<file path="src/rtl/task_slot_round_robin_scheduler_macros.svh">
// assertion macros used by the scheduler datapath
`ifndef TASK_SLOT_ROUND_ROBIN_SCHEDULER_MACROS_SVH
`define TASK_SLOT_ROUND_ROBIN_SCHEDULER_MACROS_SVH

`ifndef SYNTH
`define TSRR_ASSERT_ALWAYS(label, expr) \
  label: assert property (@(posedge clk) disable iff (rst) (expr)) \
    else $error("tsrr invariant violated");
`define TSRR_ASSERT_NEXT(label, ante, cons) \
  label: assert property (@(posedge clk) disable iff (rst) (ante) |=> (cons)) \
    else $error("tsrr sequence violated");
`else
`define TSRR_ASSERT_ALWAYS(label, expr)
`define TSRR_ASSERT_NEXT(label, ante, cons)
`endif

`endif

</file>
<file path="src/rtl/tsrr_pkg.sv">
`default_nettype none

package tsrr_pkg;

  // command codes
  localparam logic [2:0] CMD_CREATE = 3'd0;
  localparam logic [2:0] CMD_YIELD  = 3'd1;
  localparam logic [2:0] CMD_KILL   = 3'd2;
  localparam logic [2:0] CMD_JOIN   = 3'd3;
  localparam logic [2:0] CMD_DONE   = 3'd4;

  // result status codes
  localparam logic [2:0] ST_OK   = 3'd0;
  localparam logic [2:0] ST_FULL = 3'd1;
  localparam logic [2:0] ST_NONE = 3'd2;
  localparam logic [2:0] ST_BUSY = 3'd3;
  localparam logic [2:0] ST_IGN  = 3'd4;

  typedef enum logic [3:0] {
    DP_NOP,
    DP_LOAD,
    DP_FREE_INIT,
    DP_YIELD_INIT,
    DP_DONE_INIT,
    DP_JOIN_BUSY,
    DP_KILL,
    DP_JOIN,
    DP_IGNORE,
    DP_STEP,
    DP_ALLOC,
    DP_FULL,
    DP_SWITCH,
    DP_MISS
  } dp_op_t;

  typedef struct packed {
    logic is_create;
    logic is_yield;
    logic is_kill;
    logic is_join;
    logic is_done;
    logic join_ign;
    logic join_busy;
    logic hit_free;
    logic hit_run;
    logic scan_last;
  } dp_status_t;

endpackage

`default_nettype wire

</file>
<file path="src/rtl/tsrr_ifs.sv">
`default_nettype none

interface tsrr_cmd_if;
  logic       valid;
  logic       ready;
  logic [2:0] command;
  logic [2:0] slot;
  logic       joinable;

  modport source (output valid, command, slot, joinable, input ready);
  modport sink (input valid, command, slot, joinable, output ready);
endinterface

interface tsrr_rsp_if;
  logic       valid;
  logic       ready;
  logic [2:0] status;
  logic [2:0] slot_out;
  logic [2:0] current;

  modport source (output valid, status, slot_out, current, input ready);
  modport sink (input valid, status, slot_out, current, output ready);
endinterface

`default_nettype wire

</file>
<file path="src/rtl/tsrr_datapath.sv">
`default_nettype none

module tsrr_datapath #(
  parameter int SLOTS = 8
) (
  input  wire logic                clk,
  input  wire logic                rst,
  input  wire tsrr_pkg::dp_op_t    op,
  input  wire logic [2:0]          command,
  input  wire logic [2:0]          slot,
  input  wire logic                joinable,
  output tsrr_pkg::dp_status_t     stat,
  output logic [2:0]               status,
  output logic [2:0]               slot_out,
  output logic [2:0]               current
);

  localparam int IW = $clog2(SLOTS);
  localparam logic [IW-1:0] LAST = IW'(SLOTS - 1);

  logic [SLOTS-1:0] used;
  logic [SLOTS-1:0] runnable;
  logic [SLOTS-1:0] joinable_marks;
  logic [IW-1:0]    cur;

  logic [2:0]       cmd_q;
  logic [2:0]       slot_q;
  logic             jn_q;
  logic [IW-1:0]    ptr;
  logic [IW-1:0]    cnt;
  logic [2:0]       status_q;
  logic [2:0]       so_q;

  logic [IW-1:0]    slot_idx;
  logic             slot_ok;
  logic [IW-1:0]    cur_inc;
  logic [IW-1:0]    ptr_inc;

  function automatic logic [IW-1:0] wrap_inc(input logic [IW-1:0] v);
    return (v == LAST) ? '0 : v + 1'b1;
  endfunction

  assign slot_idx = IW'(slot_q);
  assign slot_ok  = 32'(slot_q) < SLOTS;
  assign cur_inc  = wrap_inc(cur);
  assign ptr_inc  = wrap_inc(ptr);

  always_comb begin
    stat.is_create = cmd_q == tsrr_pkg::CMD_CREATE;
    stat.is_yield  = cmd_q == tsrr_pkg::CMD_YIELD;
    stat.is_kill   = cmd_q == tsrr_pkg::CMD_KILL;
    stat.is_join   = cmd_q == tsrr_pkg::CMD_JOIN;
    stat.is_done   = cmd_q == tsrr_pkg::CMD_DONE;
    stat.join_ign  = !slot_ok || (slot_idx == cur);
    stat.join_busy = runnable[slot_idx];
    stat.hit_free  = !used[ptr];
    stat.hit_run   = runnable[ptr];
    stat.scan_last = cnt == LAST;
  end

  // slot marks and current task
  always_ff @(posedge clk) begin
    if (rst) begin
      used           <= SLOTS'(1);
      runnable       <= SLOTS'(1);
      joinable_marks <= '0;
      cur            <= '0;
    end else begin
      case (op)
        tsrr_pkg::DP_DONE_INIT: begin
          // slot 0 is never stopped
          if (cur != '0) begin
            runnable[cur] <= 1'b0;
            if (!joinable_marks[cur]) used[cur] <= 1'b0;
          end
        end
        tsrr_pkg::DP_KILL: begin
          if (slot_ok && slot_q != 3'd0) begin
            runnable[slot_idx] <= 1'b0;
            if (!joinable_marks[slot_idx]) used[slot_idx] <= 1'b0;
          end
        end
        tsrr_pkg::DP_JOIN: begin
          used[slot_idx]           <= 1'b0;
          joinable_marks[slot_idx] <= 1'b0;
        end
        tsrr_pkg::DP_ALLOC: begin
          used[ptr]           <= 1'b1;
          runnable[ptr]       <= 1'b1;
          joinable_marks[ptr] <= jn_q;
        end
        tsrr_pkg::DP_SWITCH: cur <= ptr;
        default: ;
      endcase
    end
  end

  // request latch, scan pointer and result registers
  always_ff @(posedge clk) begin
    case (op)
      tsrr_pkg::DP_LOAD: begin
        cmd_q  <= command;
        slot_q <= slot;
        jn_q   <= joinable;
      end
      tsrr_pkg::DP_FREE_INIT: begin
        ptr <= '0;
        cnt <= '0;
      end
      tsrr_pkg::DP_YIELD_INIT, tsrr_pkg::DP_DONE_INIT: begin
        ptr      <= cur_inc;
        cnt      <= '0;
        so_q     <= 3'(cur);
        status_q <= tsrr_pkg::ST_OK;
      end
      tsrr_pkg::DP_JOIN_BUSY: begin
        ptr      <= cur_inc;
        cnt      <= '0;
        so_q     <= slot_q;
        status_q <= tsrr_pkg::ST_BUSY;
      end
      tsrr_pkg::DP_KILL: begin
        so_q     <= slot_q;
        status_q <= (slot_ok && slot_q != 3'd0) ? tsrr_pkg::ST_OK : tsrr_pkg::ST_IGN;
      end
      tsrr_pkg::DP_JOIN: begin
        so_q     <= slot_q;
        status_q <= tsrr_pkg::ST_OK;
      end
      tsrr_pkg::DP_IGNORE: begin
        so_q     <= slot_q;
        status_q <= tsrr_pkg::ST_IGN;
      end
      tsrr_pkg::DP_STEP: begin
        ptr <= ptr_inc;
        cnt <= cnt + 1'b1;
      end
      tsrr_pkg::DP_ALLOC: begin
        so_q     <= 3'(ptr);
        status_q <= tsrr_pkg::ST_OK;
      end
      tsrr_pkg::DP_FULL: begin
        so_q     <= 3'd0;
        status_q <= tsrr_pkg::ST_FULL;
      end
      tsrr_pkg::DP_SWITCH: begin
        if (cmd_q == tsrr_pkg::CMD_YIELD) so_q <= 3'(ptr);
      end
      tsrr_pkg::DP_MISS: begin
        // a join keeps its busy answer even when nothing else runs
        if (cmd_q != tsrr_pkg::CMD_JOIN) status_q <= tsrr_pkg::ST_NONE;
      end
      default: ;
    endcase
  end

  assign status   = status_q;
  assign slot_out = so_q;
  assign current  = 3'(cur);

`include "task_slot_round_robin_scheduler_macros.svh"

  `TSRR_ASSERT_ALWAYS(a_main_task_live, used[0] && runnable[0])
  `TSRR_ASSERT_ALWAYS(a_runnable_used, (runnable & ~used) == '0)
  `TSRR_ASSERT_ALWAYS(a_joinable_used, (joinable_marks & ~used) == '0)
  `TSRR_ASSERT_ALWAYS(a_current_range, cur <= LAST)
  `TSRR_ASSERT_NEXT(a_switch_runnable, op == tsrr_pkg::DP_SWITCH, runnable[cur])

endmodule

`default_nettype wire

</file>
<file path="src/rtl/tsrr_ctrl.sv">
`default_nettype none

module tsrr_ctrl (
  input  wire logic                 clk,
  input  wire logic                 rst,
  input  wire logic                 in_valid,
  output logic                      in_ready,
  output logic                      out_valid,
  input  wire logic                 out_ready,
  input  wire tsrr_pkg::dp_status_t stat,
  output tsrr_pkg::dp_op_t          op
);

  typedef enum logic [2:0] {
    S_IDLE,
    S_DISPATCH,
    S_FREE,
    S_YIELD,
    S_OUT
  } state_t;

  state_t state;
  state_t state_next;

  assign in_ready  = state == S_IDLE;
  assign out_valid = state == S_OUT;

  always_comb begin
    op         = tsrr_pkg::DP_NOP;
    state_next = state;
    case (state)
      S_IDLE: begin
        if (in_valid) begin
          op         = tsrr_pkg::DP_LOAD;
          state_next = S_DISPATCH;
        end
      end
      S_DISPATCH: begin
        if (stat.is_create) begin
          op         = tsrr_pkg::DP_FREE_INIT;
          state_next = S_FREE;
        end else if (stat.is_yield) begin
          op         = tsrr_pkg::DP_YIELD_INIT;
          state_next = S_YIELD;
        end else if (stat.is_done) begin
          op         = tsrr_pkg::DP_DONE_INIT;
          state_next = S_YIELD;
        end else if (stat.is_kill) begin
          op         = tsrr_pkg::DP_KILL;
          state_next = S_OUT;
        end else if (stat.is_join && !stat.join_ign && stat.join_busy) begin
          // target still running: give up the slot by one yield
          op         = tsrr_pkg::DP_JOIN_BUSY;
          state_next = S_YIELD;
        end else if (stat.is_join && !stat.join_ign) begin
          op         = tsrr_pkg::DP_JOIN;
          state_next = S_OUT;
        end else begin
          op         = tsrr_pkg::DP_IGNORE;
          state_next = S_OUT;
        end
      end
      S_FREE: begin
        if (stat.hit_free) begin
          op         = tsrr_pkg::DP_ALLOC;
          state_next = S_OUT;
        end else if (stat.scan_last) begin
          op         = tsrr_pkg::DP_FULL;
          state_next = S_OUT;
        end else begin
          op = tsrr_pkg::DP_STEP;
        end
      end
      S_YIELD: begin
        if (stat.hit_run) begin
          op         = tsrr_pkg::DP_SWITCH;
          state_next = S_OUT;
        end else if (stat.scan_last) begin
          op         = tsrr_pkg::DP_MISS;
          state_next = S_OUT;
        end else begin
          op = tsrr_pkg::DP_STEP;
        end
      end
      S_OUT: begin
        if (out_ready) state_next = S_IDLE;
      end
      default: state_next = S_IDLE;
    endcase
  end

  always_ff @(posedge clk) begin
    if (rst) begin
      state <= S_IDLE;
    end else begin
      state <= state_next;
    end
  end

endmodule

`default_nettype wire

</file>
<file path="src/rtl/task_slot_round_robin_scheduler.sv">
// round-robin task slot scheduler
// cmd channel: one request per command (create, yield, kill, join, done)
//   carrying command, slot and joinable; accepted when valid and ready
// rsp channel: exactly one result per request with status, slot_out and
//   current, the index of the current task after the command
// one request is in flight at a time; cmd ready is high only while idle
// kill, join of a stopped slot and ignored commands pass from dispatch
//   straight to the result; create, yield, done and join of a running
//   slot first run the slot scan, which tests one slot per cycle, from
//   slot 0 for create and from the slot after the current task otherwise
// a stalled rsp holds the result registered until taken; no new request is
//   accepted meanwhile
// reset: slot 0 used and runnable, all other slots free, current task 0,
//   no result pending
`default_nettype none

module task_slot_round_robin_scheduler #(
  parameter int SLOTS = 8
) (
  input  wire logic   clk,
  input  wire logic   rst,
  tsrr_cmd_if.sink    cmd,
  tsrr_rsp_if.source  rsp
);

  tsrr_pkg::dp_op_t     op;
  tsrr_pkg::dp_status_t stat;

  tsrr_ctrl u_ctrl (
    .clk       (clk),
    .rst       (rst),
    .in_valid  (cmd.valid),
    .in_ready  (cmd.ready),
    .out_valid (rsp.valid),
    .out_ready (rsp.ready),
    .stat      (stat),
    .op        (op)
  );

  tsrr_datapath #(
    .SLOTS (SLOTS)
  ) u_datapath (
    .clk      (clk),
    .rst      (rst),
    .op       (op),
    .command  (cmd.command),
    .slot     (cmd.slot),
    .joinable (cmd.joinable),
    .stat     (stat),
    .status   (rsp.status),
    .slot_out (rsp.slot_out),
    .current  (rsp.current)
  );

endmodule

`default_nettype wire
</file>
<file path="src/flat_wrapper.sv">
// flat-port wrapper written by rule: the top's interface ports become plain ports
module task_slot_round_robin_scheduler_flat 
#(
  parameter int SLOTS = 8
)
  (clk, rst, cmd_valid, cmd_command, cmd_slot, cmd_joinable, cmd_ready, rsp_valid, rsp_status, rsp_slot_out, rsp_current, rsp_ready);
  tsrr_cmd_if cmd_i ();
  tsrr_rsp_if rsp_i ();
  input  wire logic clk;
  input  wire logic rst;
  input wire logic [$bits(cmd_i.valid)-1:0] cmd_valid;
  input wire logic [$bits(cmd_i.command)-1:0] cmd_command;
  input wire logic [$bits(cmd_i.slot)-1:0] cmd_slot;
  input wire logic [$bits(cmd_i.joinable)-1:0] cmd_joinable;
  output wire logic [$bits(cmd_i.ready)-1:0] cmd_ready;
  output wire logic [$bits(rsp_i.valid)-1:0] rsp_valid;
  output wire logic [$bits(rsp_i.status)-1:0] rsp_status;
  output wire logic [$bits(rsp_i.slot_out)-1:0] rsp_slot_out;
  output wire logic [$bits(rsp_i.current)-1:0] rsp_current;
  input wire logic [$bits(rsp_i.ready)-1:0] rsp_ready;
  assign cmd_i.valid = cmd_valid;
  assign cmd_i.command = cmd_command;
  assign cmd_i.slot = cmd_slot;
  assign cmd_i.joinable = cmd_joinable;
  assign cmd_ready = cmd_i.ready;
  assign rsp_valid = rsp_i.valid;
  assign rsp_status = rsp_i.status;
  assign rsp_slot_out = rsp_i.slot_out;
  assign rsp_current = rsp_i.current;
  assign rsp_i.ready = rsp_ready;
  task_slot_round_robin_scheduler #(.SLOTS(SLOTS)) u_core (.clk(clk), .rst(rst), .cmd(cmd_i), .rsp(rsp_i));
endmodule
</file>
<file path="config.mk">
export PLATFORM = sky130hd
export DESIGN_NAME = task_slot_round_robin_scheduler_flat
export DESIGN_NICKNAME = d
export VERILOG_FILES = /design/src/rtl/tsrr_pkg.sv /design/src/rtl/tsrr_ifs.sv /design/src/rtl/tsrr_datapath.sv /design/src/rtl/tsrr_ctrl.sv /design/src/rtl/task_slot_round_robin_scheduler.sv /design/src/flat_wrapper.sv
export VERILOG_INCLUDE_DIRS = /design/src /design/src/rtl
export SDC_FILE = /design/constraint.sdc
export NUM_CORES = 1
export LEC_CHECK = 0
export BUFFER_PORTS_ARGS = -buffer_cell sky130_fd_sc_hd__buf_2
export CAP_MARGIN = 20
export CORE_MARGIN = 2
export CORE_UTILIZATION = 25
export DETAILED_ROUTE_END_ITERATION = 10
export PLACE_DENSITY = 0.41
export SYNTH_ARGS = -nofsm -noshare
export SYNTH_HDL_FRONTEND = slang
export SYNTH_HIERARCHICAL = 1
export SYNTH_SLANG_ARGS = --single-unit
</file>
<file path="constraint.sdc">
create_clock -name clk -period 8.36 [get_ports clk]
set_input_delay 0.418 -clock clk [delete_from_list [all_inputs] [get_ports clk]]
set_output_delay 0.418 -clock clk [all_outputs]
set_load 0.05 [all_outputs]
</file>
After elaboration in Yosys (flattened, before gate mapping)
Cells that the tools add are included.
{ "word_totals": {"regBits": 49, "input_bits": 11, "out_inout_bits": 11, "elab_cells": 149} }
{ "classes": {"addsub": 3, "magnitude_cmp": 6, "n_eq_ne": 34, "n_mux": 58, "bitwise_logic": 9, "n_reduce_logical": 27} }
{ "ops": {"columns": ["cell", "n"], "rows": [
  ["two-way mux 3 bit", 17],
  ["two-way mux 8 bit", 6],
  ["bitwise AND 8 bit", 5],
  ["one-hot mux 8 bit (4 select lines)", 1],
  ["one-hot mux 3 bit (5 select lines)", 2],
  ["== test 4 bit (second input constant)", 6],
  ["two-way mux 4 bit", 6],
  ["one-hot mux 8 bit (3 select lines)", 1],
  ["one-hot mux 3 bit (6 select lines)", 1],
  ["== test 4 x 3 -> 1 bit (second input constant)", 4],
  ["NOT 8 bit", 2],
  ["bitwise OR 8 bit", 2],
  ["one-hot mux 4 bit (4 select lines)", 1],
  ["one-hot mux 8 bit (2 select lines)", 1],
  ["binary-select mux 1 bit (select 3 bit)", 5],
  ["== test 3 bit (second input constant)", 5],
  ["== test 3 x 2 -> 1 bit (second input constant)", 4],
  ["less-than comparator 3 x 4 -> 1 bit (second input constant)", 3],
  ["!= test 2 bit (second input constant)", 6],
  ["nonzero test 3 bit", 4],
  ["OR reduction 4 bit", 3],
  ["adder 3 x 1 -> 3 bit (second input constant)", 3],
  ["demux 1 bit (select 3 bit)", 3],
  [">= comparator 3 x 1 -> 1 bit (second input constant)", 3],
  ["other kinds (23)", 43]
]} }

Logic depth before layout (Yosys ltp)
{ "logic_depth": {"word_depth": 14, "mapped_depth": 17, "mapped_depth_nobuf": 14} }

Hierarchy
Netlist, hierarchy kept.
{ "modules_own_cells": {"columns": ["mod", "instances", "cells_each", "area_each_um2", "seq_area_each_um2"], "rows": [
  ["tsrr_datapath", 1, 327, 2829.0, 1111.1],
  ["tsrr_ctrl", 1, 49, 330.3, 60.1]
]} }

Least setup slack after synthesis
No wires, ideal clock.
{ "synth_timing": {"path_kind": "register -> register", "startpoint": "register u_core.u_datapath.cur[0], in the netlist u_core/u_datapath/current[0]", "endpoint": "register u_core.u_datapath.cnt[0] (enable)", "setup_ps": 344, "arrival_time_ps": 3099, "required_ps": 8016, "path_slack_ps": 4917, "path_stages_with_launch": 11, "path_buffers": 3, "synth_period_minus_slack_ps": 3443, "cell_sequence": "dfxtp_1 > buf_6 > clkbuf_1 > xor2_1 > nor3_1 > nor2b_1 > o41ai_1 > clkbuf_1 > nor2b_1 > a21oi_1 > o21ai_0"} }
{ "synth_lines": {"columns": ["element", "line", "source"], "rows": [
  ["start, declared", "tsrr_datapath.sv:24", "logic [IW-1:0] cur;"],
  ["start signal, assigned", "tsrr_datapath.sv:92", "tsrr_pkg::DP_SWITCH: cur <= ptr;"],
  ["end signal, assigned", "tsrr_datapath.sv:136", "cnt <= cnt + 1'b1;"],
  ["end, declared", "tsrr_datapath.sv:30", "logic [IW-1:0] cnt;"]
]} }

==> run metrics <==
status=finished, final reports clean; wire length per cell=17.69 um; Worst slew margin=0.3244; synthesized area=roughly 0.0032 mm^2; Max Fclk=between 200 and 250 MHz; switching power=~0.40 mW; Starting DRT DRC Count=240; CTS H-tree lvls=2; antenna violations before repair=0; Final Setup Violations=0; Hold Path Class=input pin to register; setup ws final=4.078 ns; Setup CP Type=register to register; vias in the first global route=2696; # Post-CTS Setup Buffers=0; EDFF count, synth=19; Core ar.=0.01247 mm^2; Final Util=0.2861; synthesized flop and latch total=49; setup repair after global routing missed its margin=no; io pins=22; Reg power frac=0.396; diode count=0; Root Buffer Master=clkbuf_16; Initial Util=0.2534; Syn Area/Cell=between 8 and 9 um^2; first-pass iteration count of the detailed router=5; CP Launch Type=register; CTS tree=yes; Die Area=~0.014 mm^2; Num CTS Buffers=5; I/O Buffers=21; CP Capture Type=register; total power=about 0.93 mW; Worst EP required=8.52 ns; largest net degree at the start of global routing=24; arrival time worst endpoint=4.45 ns; routed via count=about 3000; Slew Viols, Final=0; antenna-violating nets left=0; CP Cell Sequence=nor2_1, nand2_1, a31oi_1, a211o_1, o21ai_0, o22ai_1, nand2b_1, nor2_1, nand2_1, a221oi_1, o21ai_0; DP HPWL=approximately 7 mm; Pint=~0.54 mW; crit path time final=4.282 ns; # clock sinks=49; chip height=between 100 and 150 um; first-pass GRT wire length=about 15 mm; register area share after synthesis=0.3707; Vias/cell=approximately 5.2; Cell variety after synth=65; cell count after synthesis=around 380; switch share=0.4244; asr flop ratio synth=0; die width=116.4 um; crit-path max cell delay=approximately 0.8 ns; Main synth FF type=dfxtp_1; share of cells above drive strength 1=0.1362; Tcrit/Tclk final=0.5123; clk_lat worst skew=0.29 ns; Worst VDD drop=0.00008878 V; # hold bufs at CTS=0; Worst-Margin Slew=1.013 ns; Hold WS=~0.3 ns; Rows=slightly above 40; drt drc=0; Fin Setup TNS=0 ns; area grow syn2layout=12.87%; Power Dens Cells=261.1 mW/mm^2; WL final=between 9 and 10 mm; CTS resizes=0; Fin. Hold Viols=0; combinational power share=0.390; max-cap violation count=0; Clk pwr share=0.214; worst-path fanout max=16; GRT overflow=0; Final Wtd Congestion=about 0.86; Tot GR Track Use=0.1493; Yosys warning total=6; dpl ws=4.235 ns; final setup skew=around 0.0031 ns; Syn Nets=~390; CP max-delay cell=o22ai_1; Bufs on Longest Clock Path=2; leakage=about 1.3 nW; r2r setup slk=between 4 and 5 ns; Clock transition at path regs=0.07 ns; Nets=406
[cell usage after synthesis, types with 6 or more instances]
library cell | n | area, um^2
inv_1 | 15 | 56.30
clkbuf_1 | 11 | 41.29
o21ai_0 | 23 | 115.1
nor2b_1 | 7 | 43.79
nor2_1 | 45 | 168.9
nand2b_1 | 8 | 50.05
dfxtp_1 | 30 | 600.6
nor3_1 | 21 | 105.1
nand2_1 | 33 | 123.9
or2_2 | 6 | 37.54
ha_1 | 7 | 87.58
mux2i_1 | 14 | 140.1
and2_1 | 6 | 37.54
nand3_1 | 13 | 65.06
a21oi_1 | 26 | 130.1
edfxtp_1 | 19 | 570.6
[path summary, 6_finish.rpt]
check | start | endpoint | cells past startpoint
setup / recovery | u_core/u_datapath/ptr[2] | u_core/u_datapath/used[0] | 11
hold / removal | cmd_slot[1] | u_core/u_datapath/slot_idx[1] | 1
setup reg to reg | u_core/u_datapath/ptr[2] | u_core/u_datapath/used[0] | 11
hold reg to reg | u_core/u_datapath/joinable_marks[0] | u_core/u_datapath/joinable_marks[0] | 2
[power groups by stage]
stage	sequential (mW)	clock [mW]	combinational [mW]
after global placement	0.372	0	0.366
after CTS	0.368	0.206	0.363
after floorplan	0.371	0	0.256
final	0.369	0.199	0.363
after global routing	0.376	0.214	0.400
after detailed placement	0.374	0	0.362
[per-layer routing]
layer / wire length, um / track usage / up-vias
li1: - / - / 1406
met4: 265 / 0.04444 / 0
met1: 4540 / 0.2056 / 1387
met2: 4612 / 0.2430 / 114
met3: 505 / 0.02180 / 24
met5: 0 / 0 / -
[stage by stage]
step	instance area (um^2)	std cells
global route	3566	561
global placement	3430	553
finish	3566	561
floorplan	3159	376
CTS	3566	561
detailed placement	3430	553
[state kept, by name, indices dropped and copies added (netlist names)]
signal / count
u_core/u_ctrl/state: 3
u_core/u_datapath/cmd_q: 3
u_core/u_datapath/cnt: 3
u_core/u_datapath/current: 3
u_core/u_datapath/jn_q: 1
u_core/u_datapath/joinable_marks: 8
u_core/u_datapath/ptr: 3
u_core/u_datapath/runnable: 8
u_core/u_datapath/slot_idx: 3
u_core/u_datapath/slot_out: 3
u_core/u_datapath/status: 3
u_core/u_datapath/used: 8
[worst max-delay path: cells and delay by family (launching register included)]
kind            cells  cell delay (ns)
compound gates      6             1.76
simple gates        5             1.76
flops               1             0.63
[kinds of logic after synthesis]
family / after synthesis / synth area share
AO/OA/AOI/OAI: 97 / 0.2083
XOR/XNOR: 4 / 0.01109
adder cells (fa/ha/maj): 7 / 0.02772
buffers and inverters: 38 / 0.05505
flip-flops: 49 / 0.3707
multiplexers: 16 / 0.05861
AND/OR/NAND/NOR: 165 / 0.2685
[area by class of cell]
class / instances / area, um^2
multi-input combinational: 289 / 1829
fill: 1336 / 8900
clock buffer: 8 / 136.4
tap: 172 / 215.2
sequential: 49 / 1171
timing repair buffer: 28 / 157.7
inverter: 15 / 56.30
[placed cells by master (no fill, tap or decap), drive strengths merged, types with 5 or more instances in the layout]
cell type,count
a21oi,26
and2,6
buf,28
clkbuf,8
dfxtp,30
edfxtp,19
ha,7
inv,15
mux2i,14
nand2,33
nand2b,9
nand3,13
nor2,45
nor2b,7
nor3,21
nor3b,5
o21ai,25
or2,6
Note: power is estimated with default switching activity, not from simulation.
